### src/rtl/core/erac_pkg.sv
`timescale 1ns / 1ps
package erac_pkg;

    localparam int QF = 24;
    localparam int AW = 30;
    localparam int ATAN_LEN = 24;

    localparam logic signed [AW-1:0] Q_PI      = AW'(52707179);
    localparam logic signed [AW-1:0] Q_HALF_PI = AW'(26353589);
    localparam logic signed [AW-1:0] Q_TWO_PI  = AW'(105414357);
    localparam logic signed [AW-1:0] Q_GAIN    = AW'(10188014);
    localparam logic signed [16:0]   PIVOT     = 17'sd8192;

    typedef enum logic [0:0] {
        MODE_ANGLE  = 1'b0,
        MODE_VERTEX = 1'b1
    } mode_t;

    typedef enum logic [2:0] {
        ST_IDLE,
        ST_REDUCE,
        ST_CORDIC,
        ST_MUL,
        ST_DONE
    } ang_state_t;

    typedef struct packed {
        logic        mode;
        logic [15:0] a_x;
        logic [15:0] a_y;
        logic [15:0] a_z;
        logic [15:0] v_x;
        logic [15:0] v_y;
        logic [15:0] v_z;
    } item_t;

    function automatic logic signed [AW-1:0] atan_q24(input logic [4:0] i);
        logic signed [AW-1:0] r;
        begin
            case (i)
                5'd0:  r = AW'(13176795);
                5'd1:  r = AW'(7778716);
                5'd2:  r = AW'(4110060);
                5'd3:  r = AW'(2086331);
                5'd4:  r = AW'(1047214);
                5'd5:  r = AW'(524117);
                5'd6:  r = AW'(262123);
                5'd7:  r = AW'(131069);
                5'd8:  r = AW'(65536);
                5'd9:  r = AW'(32768);
                5'd10: r = AW'(16384);
                5'd11: r = AW'(8192);
                5'd12: r = AW'(4096);
                5'd13: r = AW'(2048);
                5'd14: r = AW'(1024);
                5'd15: r = AW'(512);
                5'd16: r = AW'(256);
                5'd17: r = AW'(128);
                5'd18: r = AW'(64);
                5'd19: r = AW'(32);
                5'd20: r = AW'(16);
                5'd21: r = AW'(8);
                5'd22: r = AW'(4);
                5'd23: r = AW'(2);
                default: r = '0;
            endcase
            return r;
        end
    endfunction

endpackage

### src/rtl/core/erac_front.sv
`timescale 1ns / 1ps
// Two-entry queue; in_stall rises only when both entries are full.
module erac_front
(
    input  logic              clk,
    input  logic              rst_n,
    input  logic              in_valid,
    output logic              in_stall,
    input  erac_pkg::item_t   in_item,
    output logic              q_valid,
    input  logic              q_take,
    output erac_pkg::item_t   q_item
);

    erac_pkg::item_t mem_reg [2];
    logic            wp_reg, rp_reg;
    logic [1:0]      cnt_reg;
    logic            push;

    assign in_stall = (cnt_reg == 2'd2);
    assign push     = in_valid && !in_stall;
    assign q_valid  = (cnt_reg != 2'd0);
    assign q_item   = mem_reg[rp_reg];

    always_ff @(posedge clk or negedge rst_n)
    begin
        if (!rst_n)
        begin
            wp_reg  <= 1'b0;
            rp_reg  <= 1'b0;
            cnt_reg <= 2'd0;
        end
        else
        begin
            if (push)
                wp_reg <= ~wp_reg;
            if (q_take)
                rp_reg <= ~rp_reg;
            cnt_reg <= cnt_reg + 2'(push) - 2'(q_take);
        end
    end

    always_ff @(posedge clk)
    begin
        if (push)
            mem_reg[wp_reg] <= in_item;
    end

endmodule

### config.mk
export PLATFORM = sky130hd
export DESIGN_NAME = erac_front
export DESIGN_NICKNAME = d
export VERILOG_FILES = /design/src/rtl/core/erac_pkg.sv /design/src/rtl/core/erac_front.sv
export SDC_FILE = /design/constraint.sdc
export NUM_CORES = 1
export LEC_CHECK = 0
export ABC_AREA = 0
export ABC_CLOCK_PERIOD_IN_PS = 15550
export BUFFER_PORTS_ARGS = -buffer_cell sky130_fd_sc_hd__buf_2
export CORE_ASPECT_RATIO = 1.75
export CORE_MARGIN = 2
export CORE_UTILIZATION = 25
export CTS_CLUSTER_DIAMETER = 200
export DETAILED_ROUTE_END_ITERATION = 6
export SETUP_SLACK_MARGIN = 0.15
export SKIP_CTS_REPAIR_TIMING = 1
export SYNTH_ARGS = -nofsm -noshare
export SYNTH_HDL_FRONTEND = slang
export SYNTH_SLANG_ARGS = --single-unit
### constraint.sdc
create_clock -name clk -period 15.55 [get_ports clk]
set_input_delay 1.555 -clock clk [delete_from_list [all_inputs] [get_ports clk]]
set_output_delay 1.555 -clock clk [all_outputs]
set_load 0.05 [all_outputs]
==> impl_results.md, run 1 <==
* Final Critical Period at between 4 and 5 ns
* Clock Latency Late Sink at roughly 0.44 ns
* Syn Inst Count at 319
* Top Usage Layer GRT: met2
* Flop-to-flop setup slack at 13.27 ns
* DRT antenna net count at 0
* Core box area at 28,600 sq um
* Global-route wire length before repair at 20.9 mm
* Yosys reg bits at 198
* Total GRT Usage at 0.0955
* Worst hold slack at around 0.53 ns
* Clk root buf: clkbuf_16
* Drt first pass iters at 4
* Final worst-path cycle share at 0.276
* Commonest cells in the netlist: edfxtp_1, mux2_2, mux2_4
* Die height at roughly 230 microns
* Setup TNS at 0 ns
* Reg2reg end: mem_reg[1][79]
* Hold Crit Start: cnt_reg[0]
* Register area share after synthesis at 0.815
* Synth Flop Type: edfxtp_1
* Worst r2r path cells at 3
* Startpoint types: flop
* RSZ-0062 raised after global routing: no
* Slew @ Worst Pin at 0.756 ns
* Relative slew slack at 0.496
* Post-Route WL at 14.1 mm
* CP Cell Sequence: buf_4 -> mux2_2 -> buf_2
* Via/cell ratio at about 3.9
* Post-synth EDFFs at around 190
* Post-synth top area cell: edfxtp_1
* Status: completed
* Port Buf Inserts at 199
* IO Pins at 200
* Post-synth design cell area at 7270 sq um
* Largest net degree at the start of global routing at 54
* Total congestion overflow at 0
* Top cell type's share of synthesized area at 0.802
* Die ar. at 30,500 sq um
* Final hold vios at 0
* Critical Path Start: rp_reg
* Max Fanout on Critical Path at 51
* CTS tree: yes
* Library cells used by synthesis at 15
* Hold Crit Class: flop to flop
* Vias in the first global route at 3,863
* CP required at 14.00 ns
* Kind of critical path: flop to output pin
* Starting DRT DRC Count at 149
* Number of H-tree levels at 4
* Clk buf depth at 2
* # DRC at 0
* Non-Filler Instances at 924
* Placed instance count at 889
* Async set-reset flop share out of synthesis at 0.0202
* # rows at just over 80
* Via count at 3,647
* Top-count cell post-synth: edfxtp_1
* Number of buffers created by CTS at 17
* Levels on crit path at 3
* VDD IR max at 0.147 mV
* Final Skew at 0.0117 ns
* Crit. End Element: output pin
* Max-cap viol count at 0
* Syn nets at 422
* R2R Path Start: cnt_reg[1]
* Width of the die at roughly 130 microns
* Clock slew at reported path FFs at approximately 0.070 ns
* F_max at 233 MHz
* Initial antenna violation count at 3
* Design Power at 2.07 mW
* Yosys synthesis warning count at 0
* Crit path DAT at between 2 and 3 ns
* CP max-delay cell: dfrtp_4
* PD cells at approximately 220 nW/um^2
* Critical path's top delay family: buffers and inverters
* Max stage delay on crit path at 0.89 ns
* HPWL Detailed at 9.70 mm
* Sink Count at 198
* Layout cells sized above 1 at 0.602
* Grt met2 use at 0.174
* Leak at 3.46 nW
* Area contributors post-synth: edfxtp_1, mux2_2, mux2_4
* Max reg flops at 194
* Final setup fails at 0
* End of the critical path: q_item[50]
* Synthesized area per cell at 22.8 sq um
* M1 GR Usage at 0.0849
* Worst Path Buf+Inv at 2
* Max-slew violation total from the final report at 0
* Global routing usage on met3 at 0.0328
* DR WL/cell at 15.3 microns
* Initial Util at 0.254
* Final nets at 633
* Area growth, synth to finish at 28.1%
* Global placer's final weighted congestion at 0.727
==> power by group <==
| group | total [mW] | switching [mW] | leakage, nW | internal [mW] |
|---|---|---|---|---|
| Sequential | 0.786 | 0.0553 | 1.85 | 0.731 |
| Combinational | 0.829 | 0.596 | 1.32 | 0.233 |
| Clock | 0.453 | 0.180 | 0.288 | 0.274 |
==> kinds of logic (layout without fill, tap and decap cells) <==
kind of cell | Yosys count | after routing | synth area share
xor gates and xnor gates | 4 | 4 | 0.00482
adders and majority gates | 2 | 2 | 0.00344
buffers and inverters | 13 | 237 | 0.0121
DFF | 198 | 198 | 0.815
muxes | 97 | 97 | 0.161
other | 0 | 3 | 0
and+or+nand+nor | 5 | 5 | 0.00362
==> per-stage QoR <==
step	worst slack [ns]	utilization	cell area, sq um
final	11.25	0.325	9310
after global routing	11.06	0.325	9310
after CTS	11.18	0.325	9300
after detailed placement	11.69	0.304	8700
after global placement	11.71	0.304	8700
after floorplan	9.31	-	7270
==> cell usage in the layout (no fill, tap or decap) <==
cell | Yosys | layout
clkbuf_1 | 0 | 9
clkbuf_8 | 0 | 1
edfxtp_1 | 194 | 194
diode_2 | 0 | 3
nand2_1 | 1 | 1
dfrtp_1 | 4 | 3
nand2b_1 | 1 | 1
buf_2 | 7 | 199
clkinv_2 | 0 | 1
ha_1 | 2 | 2
and3_4 | 0 | 1
mux2_4 | 20 | 20
bufinv_16 | 0 | 4
clkbuf_16 | 0 | 17
or2_2 | 1 | 1
inv_1 | 2 | 2
xor2_1 | 1 | 1
nor2_4 | 0 | 1
dfrtp_4 | 0 | 1
buf_4 | 0 | 4
mux2_2 | 77 | 77
xnor2_1 | 3 | 3
==> how the worst min path moves through the flow <==
| stage | to | slack (ns) | cells past startpoint |
|---|---|---|---|
| after floorplan | wp_reg | 0.46 | 1 |
| after global placement | cnt_reg[0] | 0.50 | 1 |
| after detailed placement | cnt_reg[0] | 0.52 | 1 |
| after CTS | cnt_reg[0] | 0.53 | 1 |
| after global routing | cnt_reg[0] | 0.54 | 1 |
| final | cnt_reg[0] | 0.53 | 1 |
==> cell type report <==
cell class / count / area, sq um
clock buffers: 27 / 473
clock inverters: 5 / 125
diodes: 3 / 7.51
inverters: 2 / 7.51
well taps: 378 / 473
fillers: 2776 / 19300
repair buffers: 203 / 1030
flip-flops and latches: 198 / 5930
multi-input cells: 108 / 1270
==> per-layer routing <==
metal  wire (microns)  vias up  part of all wire
li1                 -     1686                 -
met1             4650     1792              0.33
met2             8020      136              0.57
met3              794       33             0.056
met4              663        0             0.047
met5                0        -                 0
No activity file was read; power rests on OpenSTA's default activity.
==> run 2: changes to the inputs <==
- ABC_CLOCK_PERIOD_IN_PS: 15550 -> 3620
- clock period: 15.55 -> 3.62 ns (I/O delays scaled with it)
==> run 2 against run 1 <==
  * Non-clock buffer count up 3
  * Sequential power increased to 4.2 times the previous value
  * Wire length is 5.6% higher
  * Final cell count rose by 0.32%
  * First-iteration DRC count shrank 38%
  * Combinational power rose to 4.4 times the previous value
  * Critical path depth did not move
  * Total power grew to 4.3 times the previous value
  * Flip-flop and latch count stayed put
  * Count of clock-buffer cells in the layout is 9 lower
  * Cell area up 0.38%
  * Register-to-register slack worse by 12 ns
  * Critical path type unchanged
  * Largest cell class unchanged
  * Largest power group unchanged
  * Highest routed layer is now met5
==> impl_results.md, run 2 (same netlist as run 1, synthesis figures left out) <==
* Hold Crit Start: in_item[30]
* Status: completed
* Width of the die at 133 microns (unchanged)
* Clk buf depth at 2 (unchanged)
* Initial Util at 0.254 (unchanged)
* Port Buf Inserts at 199 (unchanged)
* Kind of critical path: flop to output pin
* Number of buffers created by CTS at 17 (unchanged)
* NetSw at 3.71 mW (+350%)
* Leak at 3.48 nW (+0.55%)
* Max-cap viol count at 0 (unchanged)
* Clk root buf: clkbuf_16
* Area growth, synth to finish at 28.6%
* Initial antenna violation count at 6 (+3)
* Die height at 230 microns (unchanged)
* Global placer's final weighted congestion at 0.711 (-2.2%)
* Flop-to-flop setup slack at 1.67 ns (-11.60 ns)
* Hold depth at 1 (unchanged)
* Largest net degree at the start of global routing at 64 (+19%)
* # rows at 82 (unchanged)
* Max-slew violation total from the final report at 0 (unchanged)
* R2R Path Start: cnt_reg[0]
* Design Power at 8.91 mW (+330%)
* PD cells at 953 nW/um^2 (+330%)
* Total GRT Usage at 0.0998 (+0.00435)
* P_int at 5.19 mW (+320%)
* Final Skew at 0.00768 ns (-0.00400 ns)
* Crit path DAT at 2.35 ns (-0.39 ns)
* Via/cell ratio at 3.91 (-1.1%)
* Clock slew at reported path FFs at 0.07 ns (about the same)
* Max Fanout on Critical Path at 63 (+24%)
* Net Sw Frac at 0.417 (+0.0148)
* Setup TNS at 0 ns (unchanged)
* Leading cell type in the layout, fill and taps excluded: buf_2
* Relative slew slack at 0.414 (-0.0826)
* Final setup fails at 0 (unchanged)
* Hold Crit Class: input port to flop
* Worst hold slack at 0.100 ns (-0.430 ns)
* Hold Path End: mem_reg[1][30]
* Total congestion overflow at 0 (unchanged)
* CP required at 3.26 ns (-10.74 ns)
* Final Critical Period at ~2.7 ns
* Final nets at 636 (+0.47%)
* Clock Latency Late Sink at 0.44 ns (about the same)
* F_max at around 370 MHz
* Via count at 3,620 (-0.74%)
* DRT antenna net count at 0 (unchanged)
* Drt first pass iters at 4 (unchanged)
* Starting DRT DRC Count at 92 (-38%)
* Setup WS pre-CTS at 1.34 ns (-10.35 ns)
* Die ar. at 30,500 sq um (unchanged)
* Most frequent cells in the layout: buf_2, edfxtp_1, mux2_2, mux2_4, clkbuf_16
* Worst r2r path cells at 3 (unchanged)
* Clock share of power at 0.215 (-0.004)
* Vias in the first global route at 3,867 (+0.10%)
* Global-route wire length before repair at 21.7 mm (+4.0%)
* Slew @ Worst Pin at 0.880 ns (+0.124 ns)
* CTS tree: yes
* Number of H-tree levels at 4 (unchanged)
* Sink Count at 198 (unchanged)
* Flop pwr share at 0.374 (-0.006)
* Layout cells sized above 1 at 0.617 (+0.0150)
* Post-Route WL at 14.9 mm (+5.6%)
* Max reg flops at 194 (unchanged)
* Final hold vios at 0 (unchanged)
* Placed instance count at 891 (+0.22%)
* RSZ-0062 raised after global routing: no
* Reg2reg end: mem_reg[1][22]
* Non-Filler Instances at 927 (+0.32%)
* Combinational Power Share at 0.411 (+0.010)
* HPWL Detailed at 10.3 mm (+5.7%)
* Core box area at 28,600 sq um (unchanged)
* IO Pins at 200 (unchanged)
* DR WL/cell at 16.1 microns (+5.3%)
* # DRC at 0 (unchanged)
* Crit. End Element: output pin
* Setup ws final at 0.908 ns (-10.35 ns)
* VDD IR max at 0.421 mV (+190%)
* Startpoint types: flop
* Final worst-path cycle share at 0.749
run 2: critical path, stage by stage, from the launching register on:
cell and delay [ns]:
dfrtp_4 0.80, buf_12 0.41, mux2_2 0.40, buf_2 0.21
run 2: routing by layer:
layer | global-route usage | part of all wire | up-vias
met1 | 0.0879 | 0.33 | 1762
li1 | - | - | 1695
met4 | 0.0585 | 0.036 | 6
met2 | 0.187 | 0.58 | 126
met5 | 0 | 0.0027 | -
met3 | 0.0401 | 0.056 | 31
run 2: worst max path at each step:
stage | startpoint | to | slack, ns
detailed placement | rp_reg | q_item[10] | 1.34
floorplan | cnt_reg[1] | mem_reg[1][0] | 0.36
global placement | rp_reg | q_item[10] | 1.35
finish | rp_reg | q_item[10] | 0.91
global route | rp_reg | q_item[10] | 0.77
CTS | rp_reg | q_item[10] | 0.83
run 2: layout make-up:
type / instances / area [sq um]
fillers: 2760 / 19300
flip-flops and latches: 198 / 5930
multi-input cells: 108 / 1270
repair buffers: 206 / 1060
well taps: 378 / 473
clock buffers: 18 / 429
clock inverters: 14 / 166
inverters: 2 / 7.51
diodes: 3 / 7.51
run 2: per-stage QoR:
stage	area, sq um	utilization
detailed placement	8730	0.305
finish	9340	0.326
CTS	9330	0.326
global placement	8730	0.305
floorplan	7270	-
global route	9340	0.326
run 2: power by group through the flow:
stage	logic (mW)	clock network (mW)	registers, mW
4_1_cts	3.73	2.00	3.35
5_1_grt	3.83	2.06	3.40
2_1_floorplan	3.01	0	3.29
6_report	3.66	1.91	3.33
3_3_place_gp	3.72	0	3.37
3_5_place_dp	3.72	0	3.40
==> run 3: changes to the inputs <==
- ABC_AREA: 0 -> 1
- ABC_CLOCK_PERIOD_IN_PS: 3620 -> 2600
- clock period: 3.62 -> 2.6 ns (I/O delays scaled with it)
==> run 3 against run 2 <==
  * Area after synthesis increased by 1.9%
  * Clock skew increased by 0.00054 ns
  * Sequential power rose by 38%
  * Flip-flop and latch count did not move
  * Utilization grew 3.0 points
  * Register-to-register slack lost 0.78 ns
  * Clock power increased by 36%
  * Critical path depth stayed put
  * Global-route usage increased by 0.26 points
  * Final cell count grew 33%
  * Largest cell class unchanged
==> impl_results.md, run 3 <==
* Port Buf Inserts at 199 (unchanged)
* Syn Inst Count at 534 (+67%)
* Global-route wire length before repair at 23.0 mm (+5.8%)
* Combinational Power Share at 0.443 (+0.032)
* Final Critical Period at 2.35 ns
* CP required at 2.34 ns (-0.92 ns)
* Yosys reg bits at 198 (unchanged)
* Syn nets at 637 (+51%)
* Post-synth design cell area at 7400 sq um (+1.9%)
* Commonest cells in the netlist: edfxtp_1, nand2_1, inv_1
* R2R Path Start: cnt_reg[1]
* Max Fanout on Critical Path at 48 (-24%)
* Hold Crit Class: input port to flop
* Largest net degree at the start of global routing at 55 (-14%)
* Reg2reg end: mem_reg[1][39]
* # rows at 83 (+1.2%)
* Setup TNS at 0 ns (unchanged)
* IO Pins at 200 (unchanged)
* Crit path DAT at 2.09 ns (-0.26 ns)
* Starting DRT DRC Count at 237 (+160%)
* Layout cells sized above 1 at 0.287 (-0.330)
* Final setup fails at 0 (unchanged)
* Slew @ Worst Pin at 0.645 ns (-0.235 ns)
* Ant diodes at 0 (-3)
* Worst hold slack at 0.0195 ns (-0.0806 ns)
* Clock Latency Late Sink at 0.45 ns (about the same)
* Hold Crit Start: q_take
* RSZ-0062 raised after global routing: no
* Kind of critical path: flop to output pin
* Via count at 4,880 (+35%)
* Initial antenna violation count at 2 (-4)
* Number of H-tree levels at 4 (unchanged)
* Clk buf depth at 2 (unchanged)
* Status: completed
* Net Sw Frac at 0.471 (+0.0544)
* P_int at 6.82 mW (+31%)
* Top-count cell post-synth: edfxtp_1
* Clock share of power at 0.202 (-0.013)
* Drt first pass iters at 4 (unchanged)
* Post-Route WL at 16.5 mm (+10%)
* Clk root buf: clkbuf_16
* Area growth, synth to finish at 41.1%
* NetSw at 6.08 mW (+64%)
* Number of buffers created by CTS at 17 (unchanged)
* Most frequent cells in the layout: buf_2, edfxtp_1, nand2_1, inv_1
* Leading cell type in the layout, fill and taps excluded: buf_2
* Final worst-path cycle share at 0.905
* Cell area after layout at 10,400 sq um (+12%)
* Flop pwr share at 0.355 (-0.019)
* Placed standard-cell area at 8870 sq um (+1.6%)
* Design Power at 12.9 mW (+45%)
* Global placer's final weighted congestion at 0.805 (+13%)
* Flop-to-flop setup slack at 0.89 ns (-0.78 ns)
* Max reg flops at 194 (unchanged)
* VDD IR max at 0.753 mV (+79%)
* Synth Flop Type: edfxtp_1
* DR WL/cell at 13.4 microns (-17%)
* Worst r2r path cells at 4 (+1)
* Vias in the first global route at 4,361 (+13%)
* Total congestion overflow at 0 (unchanged)
* Synthesized area per cell at 13.9 sq um (-39%)
* Crit. End Element: output pin
* PD cells at 1230 nW/um^2 (+29%)
* Clock slew at reported path FFs at 0.08 ns (about the same)
* DRT antenna net count at 0 (unchanged)
* Leak at 4.36 nW (+26%)
* Post-synth EDFFs at 194 (unchanged)
* Core box area at 29,300 sq um (+2.3%)
* Final Skew at 0.00822 ns (+0.000542 ns)
* F_max at 425 MHz
* Startpoint types: flop
* Via/cell ratio at 3.96 (+1.4%)
* Die height at 232 microns (+0.92%)
* Die ar. at 31,100 sq um (+1.8%)
* Initial Util at 0.253 (-0.00107)
* # DRC at 0 (unchanged)
* Post-synth top area cell: edfxtp_1
* Max-slew violation total from the final report at 0 (unchanged)
* CTS tree: yes
* Final hold vios at 0 (unchanged)
* Max-cap viol count at 0 (unchanged)
* Area contributors post-synth: edfxtp_1, o21ai_0, nand2_1
* Library cells used by synthesis at 13 (-2)
* Hold Path End: rp_reg
* Yosys synthesis warning count at 0 (unchanged)
* Async set-reset flop share out of synthesis at 0.0202 (unchanged)
* Register area share after synthesis at 0.800 (-0.0150)
* Final nets at 941 (+48%)
* Sink Count at 198 (unchanged)
* Hold depth at 2 (+1)
* Top cell type's share of synthesized area at 0.787 (-0.0148)
* Total GRT Usage at 0.102 (+0.00256)
* HPWL Detailed at 11.1 mm (+7.9%)
* Width of the die at 134 microns (+0.91%)
* Relative slew slack at 0.570 (+0.157)
==> run 3: changes by cell type after synthesis, moves of 2 or more <==
| cell | previous run | this run |
|---|---|---|
| buf_2 | 7 | 5 |
| buf_4 | 0 | 7 |
| clkbuf_1 | 0 | 4 |
| inv_1 | 2 | 105 |
| mux2_2 | 77 | 0 |
| mux2_4 | 20 | 0 |
| nand2_1 | 1 | 107 |
| nand3_1 | 0 | 2 |
| o21ai_0 | 0 | 97 |
| xnor2_1 | 3 | 0 |
==> run 3: power groups by stage <==
stage / Clock, mW / Combinational, mW / Sequential (mW)
3_5_place_dp: 0 / 5.65 / 4.66
2_1_floorplan: 0 / 4.33 / 4.57
3_3_place_gp: 0 / 5.62 / 4.64
5_1_grt: 2.82 / 6.06 / 4.65
6_report: 2.60 / 5.71 / 4.58
4_1_cts: 2.69 / 5.66 / 4.59
==> run 3: stage by stage <==
stage	util	worst slack, ns	cells
2_1_floorplan	-	0.158	534
3_3_place_gp	0.303	0.756	1104
3_5_place_dp	0.303	0.691	1104
4_1_cts	0.324	0.181	1136
5_1_grt	0.357	0.169	1233
6_report	0.357	0.246	1233
==> run 3: cells by family after synthesis <==
group,Yosys count,share of synthesized area
AOI/OAI and AO/OA,97,0.0656
adders and majority gates,2,0.00338
DFF,198,0.800
xor gates and xnor gates,1,0.00118
buffers and inverters,126,0.0733
and+or+nand+nor,110,0.0561
==> run 3: worst max-delay path by stage <==
stage | start | to | slack (ns)
2_1_floorplan | cnt_reg[0] | mem_reg[0][0] | 0.16
3_3_place_gp | rp_reg | q_item[4] | 0.76
3_5_place_dp | rp_reg | q_item[4] | 0.69
4_1_cts | rp_reg | q_item[4] | 0.18
5_1_grt | rp_reg | q_item[4] | 0.17
6_report | rp_reg | q_item[4] | 0.25
==> run 3: layout make-up <==
| class | instances | area [sq um] |
|---|---|---|
| clock buffers | 17 | 425 |
| flip-flops and latches | 198 | 5930 |
| well taps | 382 | 478 |
| inverters | 105 | 398 |
| fillers | 2835 | 18800 |
| repair buffers | 306 | 2090 |
| multi-input cells | 210 | 942 |
| clock inverters | 15 | 180 |
==> run 3: routing by layer <==
layer  vias up  track usage  part of all wire
met3        47       0.0352             0.040
li1       2406            -                 -
met1      2285       0.0892              0.35
met5         -            0            0.0013
met4         4       0.0806             0.045
met2       138        0.187              0.56
==> run 3: critical path, stage by stage, from the launching register on <==
cell and delay, ns:
dfrtp_4 0.64, buf_12 0.24, o21ai_0 0.37, buf_2 0.34
